<file path="config.mk">
export PLATFORM = sky130hd
export DESIGN_NAME = wav_riff_pcm_stream_parser
export DESIGN_NICKNAME = d
export VERILOG_FILES = /design/src/rtl/core/wrp_pkg.sv /design/src/rtl/core/wrp_parser.sv /design/src/rtl/core/wrp_emitter.sv /design/src/rtl/core/wav_riff_pcm_stream_parser.sv
export SDC_FILE = /design/constraint.sdc
export NUM_CORES = 2
export LEC_CHECK = 0
export BUFFER_PORTS_ARGS = -buffer_cell sky130_fd_sc_hd__buf_2
export CORE_MARGIN = 2
export CORE_UTILIZATION = 45
export DETAILED_ROUTE_END_ITERATION = 8
export PLACE_DENSITY = 0.59
export SLEW_MARGIN = 20
export SYNTH_ARGS = -nofsm -noshare
export SYNTH_HDL_FRONTEND = slang
export SYNTH_HIERARCHICAL = 1
export SYNTH_SLANG_ARGS = --single-unit
</file>
<file path="constraint.sdc">
create_clock -name clk -period 15.9 [get_ports clk]
set_input_delay 3.18 -clock clk [delete_from_list [all_inputs] [get_ports clk]]
set_output_delay 3.18 -clock clk [all_outputs]
set_load 0.005 [all_outputs]
</file>
<file path="src/rtl/core/wrp_pkg.sv">
// Package for the RIFF/WAVE PCM stream parser: phase codes, status codes,
// chunk tags, the parser state type and the burst type shared by the parser
// and emitter. No dependencies.
`default_nettype none
package wrp_pkg;

	localparam int MaxChannels = 8;

	localparam logic [2:0] PH_IDLE     = 3'd0;
	localparam logic [2:0] PH_HEADER   = 3'd1;
	localparam logic [2:0] PH_CHUNKHDR = 3'd2;
	localparam logic [2:0] PH_FMT      = 3'd3;
	localparam logic [2:0] PH_SKIP     = 3'd4;
	localparam logic [2:0] PH_DATA     = 3'd5;
	localparam logic [2:0] PH_DONE     = 3'd6;

	localparam logic [2:0] ST_OK        = 3'd0;
	localparam logic [2:0] ST_NOT_WAVE  = 3'd1;
	localparam logic [2:0] ST_NO_FRAMES = 3'd2;
	localparam logic [2:0] ST_TOO_MANY  = 3'd3;
	localparam logic [2:0] ST_SHORT_FMT = 3'd4;

	localparam logic [31:0] TAG_RIFF = 32'h4646_4952;
	localparam logic [31:0] TAG_WAVE = 32'h4556_4157;
	localparam logic [31:0] TAG_FMT  = 32'h2074_6D66;
	localparam logic [31:0] TAG_DATA = 32'h6174_6164;
	localparam logic [15:0] FMT_EXTENSIBLE = 16'hFFFE;
	localparam logic [15:0] FMT_FLOAT      = 16'd3;

	typedef struct packed {
		logic [2:0]  phase;
		logic [4:0]  fbi;
		logic [31:0] tag;
		logic [31:0] ctag;
		logic [32:0] left;
		logic        pad;
		logic [15:0] ftag;
		logic [15:0] sub;
		logic [15:0] chans;
		logic [31:0] rate;
		logic [15:0] bits;
		logic        fvalid;
		logic [31:0] asm;
		logic [1:0]  sbyte;
		logic [2:0]  chidx;
		logic [31:0] frames;
		logic [2:0]  err;
	} parse_state_t;

	typedef struct packed {
		logic [3:0]       n_samp;
		logic             has_end;
		logic [2:0]       status;
		logic [31:0]      frames;
		logic [31:0]      rate;
		logic [15:0]      chans;
		logic [15:0]      bits;
		logic             is_float;
		logic [7:0][31:0] samples;
	} burst_t;

endpackage
`default_nettype wire

</file>
<file path="src/rtl/core/wrp_parser.sv">
// Byte parser: walks the RIFF header, chunks and fmt fields, assembles
// samples into the frame buffer and describes each request's results.
// Depends on wrp_pkg.
`default_nettype none
module wrp_parser import wrp_pkg::*; (
	input  wire logic        clk,
	input  wire logic        arst_n,
	input  wire logic        take,
	input  wire logic [7:0]  file_byte,
	input  wire logic        first_byte,
	input  wire logic        final_byte,
	output burst_t           burst
);

	parse_state_t st_q;
	parse_state_t nx;
	logic [7:0][31:0] fb_q;
	logic        wr_en;
	logic [2:0]  wr_idx;
	logic [31:0] wr_val;

	always_comb begin
		logic [4:0]  k;
		logic [32:0] padded;
		logic [2:0]  nb;
		logic [31:0] an;
		logic [31:0] v;
		logic [15:0] ft;
		nx = st_q;
		burst = '0;
		wr_en = 1'b0;
		wr_idx = st_q.chidx;
		wr_val = '0;
		k = '0;
		padded = '0;
		nb = '0;
		an = '0;
		v = '0;
		ft = '0;
		if (first_byte) begin
			nx = '0;
			nx.phase = PH_HEADER;
		end
		case (nx.phase)
			PH_HEADER: begin
				nx.tag = {file_byte, nx.tag[31:8]};
				if (nx.fbi == 5'd3 && nx.tag != TAG_RIFF) begin
					nx.err = ST_NOT_WAVE;
					nx.phase = PH_DONE;
				end else if (nx.fbi == 5'd11) begin
					if (nx.tag != TAG_WAVE) begin
						nx.err = ST_NOT_WAVE;
						nx.phase = PH_DONE;
					end else begin
						nx.fbi = '0;
						nx.phase = PH_CHUNKHDR;
					end
				end else begin
					nx.fbi = nx.fbi + 5'd1;
				end
			end
			PH_CHUNKHDR: begin
				nx.tag = {file_byte, nx.tag[31:8]};
				if (nx.fbi == 5'd3) begin
					nx.ctag = nx.tag;
				end
				if (nx.fbi >= 5'd7) begin
					padded = {1'b0, nx.tag} + {32'd0, nx.tag[0]};
					nx.fbi = '0;
					if (nx.ctag == TAG_FMT) begin
						if (nx.tag < 32'd16) begin
							nx.err = ST_SHORT_FMT;
							nx.phase = PH_DONE;
						end else begin
							nx.left = padded;
							nx.pad = nx.tag[0];
							nx.sub = '0;
							nx.phase = PH_FMT;
						end
					end else if (nx.ctag == TAG_DATA && nx.fvalid) begin
						if (nx.tag == '0) begin
							nx.phase = PH_DONE;
						end else begin
							nx.left = {1'b0, nx.tag};
							nx.asm = '0;
							nx.sbyte = '0;
							nx.chidx = '0;
							nx.phase = PH_DATA;
						end
					end else begin
						nx.left = padded;
						nx.phase = (padded == '0) ? PH_CHUNKHDR : PH_SKIP;
					end
				end else begin
					nx.fbi = nx.fbi + 5'd1;
				end
			end
			PH_FMT: begin
				if (!(nx.pad && nx.left == 33'd1)) begin
					k = nx.fbi;
					if (k < 5'd2) begin
						if (k[0]) nx.ftag[15:8] = file_byte;
						else nx.ftag[7:0] = file_byte;
					end else if (k < 5'd4) begin
						if (k[0]) nx.chans[15:8] = file_byte;
						else nx.chans[7:0] = file_byte;
					end else if (k < 5'd8) begin
						case (k[1:0])
							2'd0: nx.rate[7:0] = file_byte;
							2'd1: nx.rate[15:8] = file_byte;
							2'd2: nx.rate[23:16] = file_byte;
							default: nx.rate[31:24] = file_byte;
						endcase
					end else if (k == 5'd14 || k == 5'd15) begin
						if (k[0]) nx.bits[15:8] = file_byte;
						else nx.bits[7:0] = file_byte;
					end else if (k == 5'd24 || k == 5'd25) begin
						if (k[0]) nx.sub[15:8] = file_byte;
						else nx.sub[7:0] = file_byte;
					end
					if (nx.fbi < 5'd31) nx.fbi = nx.fbi + 5'd1;
				end
				nx.left = nx.left - 33'd1;
				if (nx.left == '0) begin
					ft = nx.ftag;
					if (ft == FMT_EXTENSIBLE && nx.fbi >= 5'd26) nx.ftag = nx.sub;
					if (nx.chans > 16'(MaxChannels)) begin
						nx.err = ST_TOO_MANY;
						nx.phase = PH_DONE;
					end else begin
						nx.fvalid = (nx.chans != '0) && (nx.rate != '0) &&
							(nx.bits == 16'd8 || nx.bits == 16'd16 ||
							 nx.bits == 16'd24 || nx.bits == 16'd32);
						nx.fbi = '0;
						nx.phase = PH_CHUNKHDR;
					end
				end
			end
			PH_SKIP: begin
				nx.left = nx.left - 33'd1;
				if (nx.left == '0) begin
					nx.fbi = '0;
					nx.phase = PH_CHUNKHDR;
				end
			end
			PH_DATA: begin
				nb = nx.bits[5:3];
				an = nx.asm | ({24'd0, file_byte} << {nx.sbyte, 3'b000});
				case (nb)
					3'd2: v = {an[15:0], 16'd0};
					3'd3: v = {an[23:0], 8'd0};
					3'd4: v = an;
					default: v = {an[7:0] ^ 8'h80, 24'd0};
				endcase
				if ({1'b0, nx.sbyte} + 3'd1 >= nb) begin
					wr_en = 1'b1;
					wr_idx = nx.chidx;
					wr_val = v;
					nx.asm = '0;
					nx.sbyte = '0;
					if ({13'd0, nx.chidx} + 16'd1 >= nx.chans) begin
						nx.frames = nx.frames + 32'd1;
						burst.n_samp = nx.chans[3:0];
						nx.chidx = '0;
					end else begin
						nx.chidx = nx.chidx + 3'd1;
					end
				end else begin
					nx.asm = an;
					nx.sbyte = nx.sbyte + 2'd1;
				end
				nx.left = nx.left - 33'd1;
				if (nx.left == '0) nx.phase = PH_DONE;
			end
			default: begin
			end
		endcase
		if (final_byte && nx.phase != PH_IDLE) begin
			burst.has_end = 1'b1;
			if (nx.phase == PH_HEADER) burst.status = ST_NOT_WAVE;
			else if (nx.err != ST_OK) burst.status = nx.err;
			else burst.status = (nx.frames == '0) ? ST_NO_FRAMES : ST_OK;
			nx.phase = PH_IDLE;
		end
		burst.frames = nx.frames;
		burst.rate = nx.rate;
		burst.chans = nx.chans;
		burst.bits = nx.bits;
		burst.is_float = (nx.ftag == FMT_FLOAT) && (nx.bits == 16'd32);
		burst.samples = fb_q;
		if (wr_en) burst.samples[wr_idx] = wr_val;
	end

	always_ff @(posedge clk or negedge arst_n) begin
		if (!arst_n) begin
			st_q <= '0;
		end else if (take) begin
			st_q <= nx;
		end
	end

	always_ff @(posedge clk) begin
		if (take && wr_en) begin
			fb_q[wr_idx] <= wr_val;
		end
	end

endmodule
`default_nettype wire

</file>
<file path="src/rtl/core/wrp_emitter.sv">
// Result register and serialiser: holds one request's burst and hands out
// its channel samples and end record one per cycle while out_stall is low. Depends on wrp_pkg.
`default_nettype none
module wrp_emitter import wrp_pkg::*; (
	input  wire logic         clk,
	input  wire logic         arst_n,
	input  wire logic         load,
	input  wire burst_t       burst,
	output logic              busy,
	output logic              out_valid,
	input  wire logic         out_stall,
	output logic              kind,
	output logic signed [31:0] sample_value,
	output logic [2:0]        channel,
	output logic              run_last,
	output logic              is_float,
	output logic [31:0]       sample_rate,
	output logic [15:0]       channel_count,
	output logic [15:0]       sample_bits,
	output logic [31:0]       frame_count,
	output logic [2:0]        status
);

	burst_t      desc_q;
	logic        valid_q;
	logic [3:0]  idx_q;
	logic [3:0]  total;
	logic        is_sample;
	logic        pop;
	logic        done;

	assign total = desc_q.n_samp + {3'd0, desc_q.has_end};
	assign is_sample = idx_q < desc_q.n_samp;
	assign run_last = (idx_q == total - 4'd1);
	assign pop = valid_q && !out_stall;
	assign done = pop && run_last;
	assign busy = valid_q && !done;
	assign out_valid = valid_q;

	assign kind = !is_sample;
	assign sample_value = is_sample ? desc_q.samples[idx_q[2:0]] : '0;
	assign channel = is_sample ? idx_q[2:0] : '0;
	assign status = is_sample ? ST_OK : desc_q.status;
	assign is_float = desc_q.is_float;
	assign sample_rate = desc_q.rate;
	assign channel_count = desc_q.chans;
	assign sample_bits = desc_q.bits;
	assign frame_count = desc_q.frames;

	always_ff @(posedge clk or negedge arst_n) begin
		if (!arst_n) begin
			valid_q <= 1'b0;
			idx_q <= '0;
		end else if (load) begin
			valid_q <= 1'b1;
			idx_q <= '0;
		end else if (done) begin
			valid_q <= 1'b0;
			idx_q <= '0;
		end else if (pop) begin
			idx_q <= idx_q + 4'd1;
		end
	end

	always_ff @(posedge clk) begin
		if (load) begin
			desc_q <= burst;
		end
	end

	a_idx_in_range: assert property (@(posedge clk) disable iff (!arst_n)
		valid_q |-> idx_q < total)
		else $error("result index beyond burst length");
	a_burst_continues: assert property (@(posedge clk) disable iff (!arst_n)
		(pop && !run_last) |=> valid_q)
		else $error("burst dropped before its last result");
	a_no_overwrite: assert property (@(posedge clk) disable iff (!arst_n)
		load |-> !busy)
		else $error("burst loaded over one still draining");

endmodule
`default_nettype wire

</file>
<file path="src/rtl/core/wav_riff_pcm_stream_parser.sv">
// Top level of the RIFF/WAVE PCM stream parser.
// Depends on wrp_pkg, wrp_parser and wrp_emitter.
//
//   channel | handshake            | payload
//   in      | in_valid / in_stall  | file_byte, first_byte, final_byte
//   out     | out_valid / out_stall| kind, sample_value, channel, run_last, is_float,
//           |                      | sample_rate, channel_count, sample_bits,
//           |                      | frame_count, status
//
// A byte is taken every cycle while no results are waiting; a byte that
// completes a frame or ends the file gives up to nine results, one per cycle while out_stall is low.
// The next byte is taken in the cycle that the last of those results leaves.
// Reset returns the parser to idle, awaiting a first byte.
`default_nettype none
module wav_riff_pcm_stream_parser import wrp_pkg::*; (
	input  wire logic         clk,
	input  wire logic         arst_n,
	input  wire logic         in_valid,
	output logic              in_stall,
	input  wire logic [7:0]   file_byte,
	input  wire logic         first_byte,
	input  wire logic         final_byte,
	output logic              out_valid,
	input  wire logic         out_stall,
	output logic              kind,
	output logic signed [31:0] sample_value,
	output logic [2:0]        channel,
	output logic              run_last,
	output logic              is_float,
	output logic [31:0]       sample_rate,
	output logic [15:0]       channel_count,
	output logic [15:0]       sample_bits,
	output logic [31:0]       frame_count,
	output logic [2:0]        status
);

	burst_t burst;
	logic   take;
	logic   busy;

	assign in_stall = busy;
	assign take = in_valid && !busy;

	wrp_parser u_parser (
		.clk        (clk),
		.arst_n     (arst_n),
		.take       (take),
		.file_byte  (file_byte),
		.first_byte (first_byte),
		.final_byte (final_byte),
		.burst      (burst)
	);

	wrp_emitter u_emitter (
		.clk           (clk),
		.arst_n        (arst_n),
		.load          (take && (burst.n_samp != '0 || burst.has_end)),
		.burst         (burst),
		.busy          (busy),
		.out_valid     (out_valid),
		.out_stall     (out_stall),
		.kind          (kind),
		.sample_value  (sample_value),
		.channel       (channel),
		.run_last      (run_last),
		.is_float      (is_float),
		.sample_rate   (sample_rate),
		.channel_count (channel_count),
		.sample_bits   (sample_bits),
		.frame_count   (frame_count),
		.status        (status)
	);

endmodule
`default_nettype wire

</file>
==> results.md <==
- Worst vdd ir: between 0.0001 and 0.00015 V
- P_leak: ~0.020 µW
- Commonest non-fill, non-tap cell in the layout: nand2_1
- Nets: 4767
- Skew final: 29.9 ps
- Unrepaired setup endpoints after global routing: no
- CTS tree: built
- Post-synth top flop: edfxtp_1
- Crit end category: flip-flop
- Placer Congestion: 0.943
- Pin count of the biggest net entering global routing: 181
- Simple-gate portion of the synthesized area: 19.5%
- Pre-CTS setup slack: 5200 ps
- Status: complete, no violations
- CTS Hold Bufs: 0
- Clock Sinks: approximately 890
- Synth cell types: between 90 and 100
- Worst reg-to-reg path cell count: 14
- Post-DRT Antenna Nets: 0
- Hold Path Class: flip-flop to flip-flop
- Post-CTS sizing: 0
- Req. time, crit path: 16120 ps
- Final Hold Viols: 0
- Starting DRT DRC Count: 4034
- Post-DP HPWL: between 80 and 90 mm
- Flop2flop setup slack: just over 9000 ps
- Num CTS Buffers: 100
- Mux cell area share after synthesis: 5.63%
- PortBufs: ~150
- Post-Syn Area: 48000 µm²
- Internal power: 4860 µW
- Worst reg2reg endpoint: u_emitter/desc_q[72]$_DFFE_PP_
- Global-route wire length before repair: 215 mm
- Initial Utilization: 45.5%
- Die width: approximately 330 µm
- Row cnt: 119
- FMAX: around 0.10 GHz
- Flop pwr share: 42.2%
- Sequential area share after synthesis: 52.8%
- Initial antenna violation count: 1
- Area Overhead vs Synth: 7.75%
- Number of synthesized flops with an enable pin: ~620
- Yosys reg bits: 889
- Tcrit/Tclk final: 62.6%
- Chip height: roughly 330 µm
- Setup TNS: 0 ps
- Switching share of power: 33.3%
- Detailed Route WL: 140 mm
- Vias in the first global route: 34900
- Total global routing overflow: 0
- Fraction of registers with async set/reset: 30.6%
- Hold path start: u_parser/st_q[41]$_DFFE_PN0P_
- Die area: 109000 µm²
- Cell at the root of the clock tree: clkbuf_16
- Post-CTS Setup Repair Bufs: 0
- Share of post-route cells with drive strength above 1: roughly 12%
- Clock power share: 32.9%
- Post-Synth Adder-Cell Area: 0.678%
- Worst slew pin tran: roughly 1200 ps
- Min-Delay Path Depth: 2
- Final setup fails: 0
- Final Max Slew Viols: 0
- Worst relative slew slack: 22.1%
- DR DRC count: 0
- Commonest non-fill, non-tap cells in the layout: nand2_1, edfxtp_1, o21ai_0, nor2_1, dfrtp_1
- Xor and xnor area share after synthesis: 1.11%
- Overall Power: 7290 µW
- Ys Warns: 6
- Post-Synthesis Cells: 4958
- Syn Area/Cell: 9.68 µm²
- All-Layer GR Usage: 25.4%
- CP Class: input pin to flip-flop
- Setup ws final: 5940 ps
- Vias: 36600
- Worst Path Arrival: 10170 ps
- Critical Path Fanout Max: 180
- CTS H-Tree Depth: 3
- Worst-skew pair later-pin latency: about 700 ps
- Logic gate share of total power: 24.8%
- CORE AREA: approximately 110000 µm²
- CTS clk-pin slew, worst paths: 60 ps
- Bufs on Longest Clock Path: 3
- Worst setup SP type: input pin
- Largest family of logic cells by synthesized area: simple AND/OR/NAND/NOR gates
- Syn Nets: 4998
- DRT Pass-1 Iters: 6
- Fin crit period: 9960 ps
- Synth Area in Compound Gates: 13.9%
- Max_cap viols: 0
- Boundary pin count: roughly 150
- Routed len/inst: 22.5 µm
- Power Dens Cells: between 100 and 150 nW/µm²
- Sw power: 2430 µW
- Drt via density: 5.90
- Reg2reg start: u_parser/st_q[186]$_DFFE_PN0P_
- Endpoint of the worst hold path: u_parser/st_q[41]$_DFFE_PN0P_
## power by group through the flow
| stage | sequential [µW] | clock [µW] | combinational [µW] |
|---|---|---|---|
| final | 3080 | 2400 | 1810 |
| after global routing | 3110 | 2530 | 1970 |
| after CTS | 3070 | 2450 | 1810 |
| after detailed placement | 3110 | 0 | 1810 |
| after global placement | 3110 | 0 | 1800 |
| after floorplan | 2910 | 0 | 1390 |
## worst max-delay path, stage by stage
cell,delay [ps]
clkbuf_8,360
buf_4,630
inv_4,390
nand2_1,460
inv_1,240
ha_1,400
a2111oi_0,490
a31o_2,230
and2_1,160
o211a_1,510
nor3_1,120
and4_1,250
or3_1,320
a21oi_1,290
nand3_1,170
and2_1,210
or4_1,520
o21a_4,440
buf_12,360
## per-stage QoR
stage | instance area, µm² | utilization [%] | hold slack [ps] | instances
CTS | 51700 | 49.0 | 491 | 6203
global route | 51700 | 49.0 | 500 | 6203
detailed placement | 48300 | 45.7 | 477 | 6016
finish | 51700 | 49.0 | 487 | 6204
floorplan | 48000 | - | 451 | 4958
global placement | 48300 | 45.7 | 464 | 6016
## synth_stat cells, types with 58 or more instances
cell,number,area share [%]
o21ai_0,419,4.4
nor3_1,61,0.64
nand3_1,67,0.70
edfxtp_1,617,39
nor2_1,369,2.9
clkbuf_1,276,2.2
buf_4,196,3.1
a21oi_1,203,2.1
nor4_1,58,0.76
mux2_2,70,1.6
nand2_1,1283,10
dfrtp_1,272,14
mux4_2,64,3.0
## layer usage
metal	share of wire (%)	global-route usage, %	wire (µm)
met1	44	36.0	61500
met2	47	40.3	65000
met3	6.6	3.45	9180
met4	2.9	8.20	4100
met5	0	0	0
## layout make-up
cell class / instances / area [µm²]
Antenna cell: 1 / 2.50
Clock buffer: 137 / 2830
Clock inverter: 50 / 602
Fill cell: 9638 / 53900
Inverter: 54 / 208
Multi-Input combinational cell: 3463 / 19700
Sequential cell: 889 / 25300
Tap cell: 1391 / 1740
Timing Repair Buffer: 219 / 1320
## cell families after synthesis
group                    count (synthesis)
buffers and inverters                  606
adder cells (fa/ha/maj)                 26
XOR/XNOR                                61
multiplexers                           181
AND/OR/NAND/NOR                       2135
flip-flops                             889
AO/OA/AOI/OAI                         1060
## worst max-delay path by stage
| stage | end | slack, ps | cells after the start | from |
|---|---|---|---|---|
| floorplan | u_parser/fb_q[0]$_DFFE_PP_ | 1800 | 19 | first_byte |
| global placement | u_emitter/out_valid$_DFFE_PN0P_ | 5360 | 21 | first_byte |
| detailed placement | u_emitter/out_valid$_DFFE_PN0P_ | 5200 | 21 | first_byte |
| CTS | u_emitter/out_valid$_DFFE_PN0P_ | 5920 | 21 | first_byte |
| global route | u_emitter/desc_q[96]$_DFFE_PP_ | 5600 | 19 | first_byte |
| finish | u_emitter/desc_q[72]$_DFFE_PP_ | 5940 | 19 | first_byte |
## state kept, by name, indices dropped and copies added, names as in the netlist
register and cells:
u_emitter/channel_count 16, u_emitter/desc_q 264, u_emitter/frame_count 32, u_emitter/idx_q 4, u_emitter/is_float 1, u_emitter/out_valid 1
u_emitter/sample_bits 16, u_emitter/sample_rate 32, u_parser/fb_q 256, u_parser/st_q 267
No activity file was read; power rests on OpenSTA's default activity.
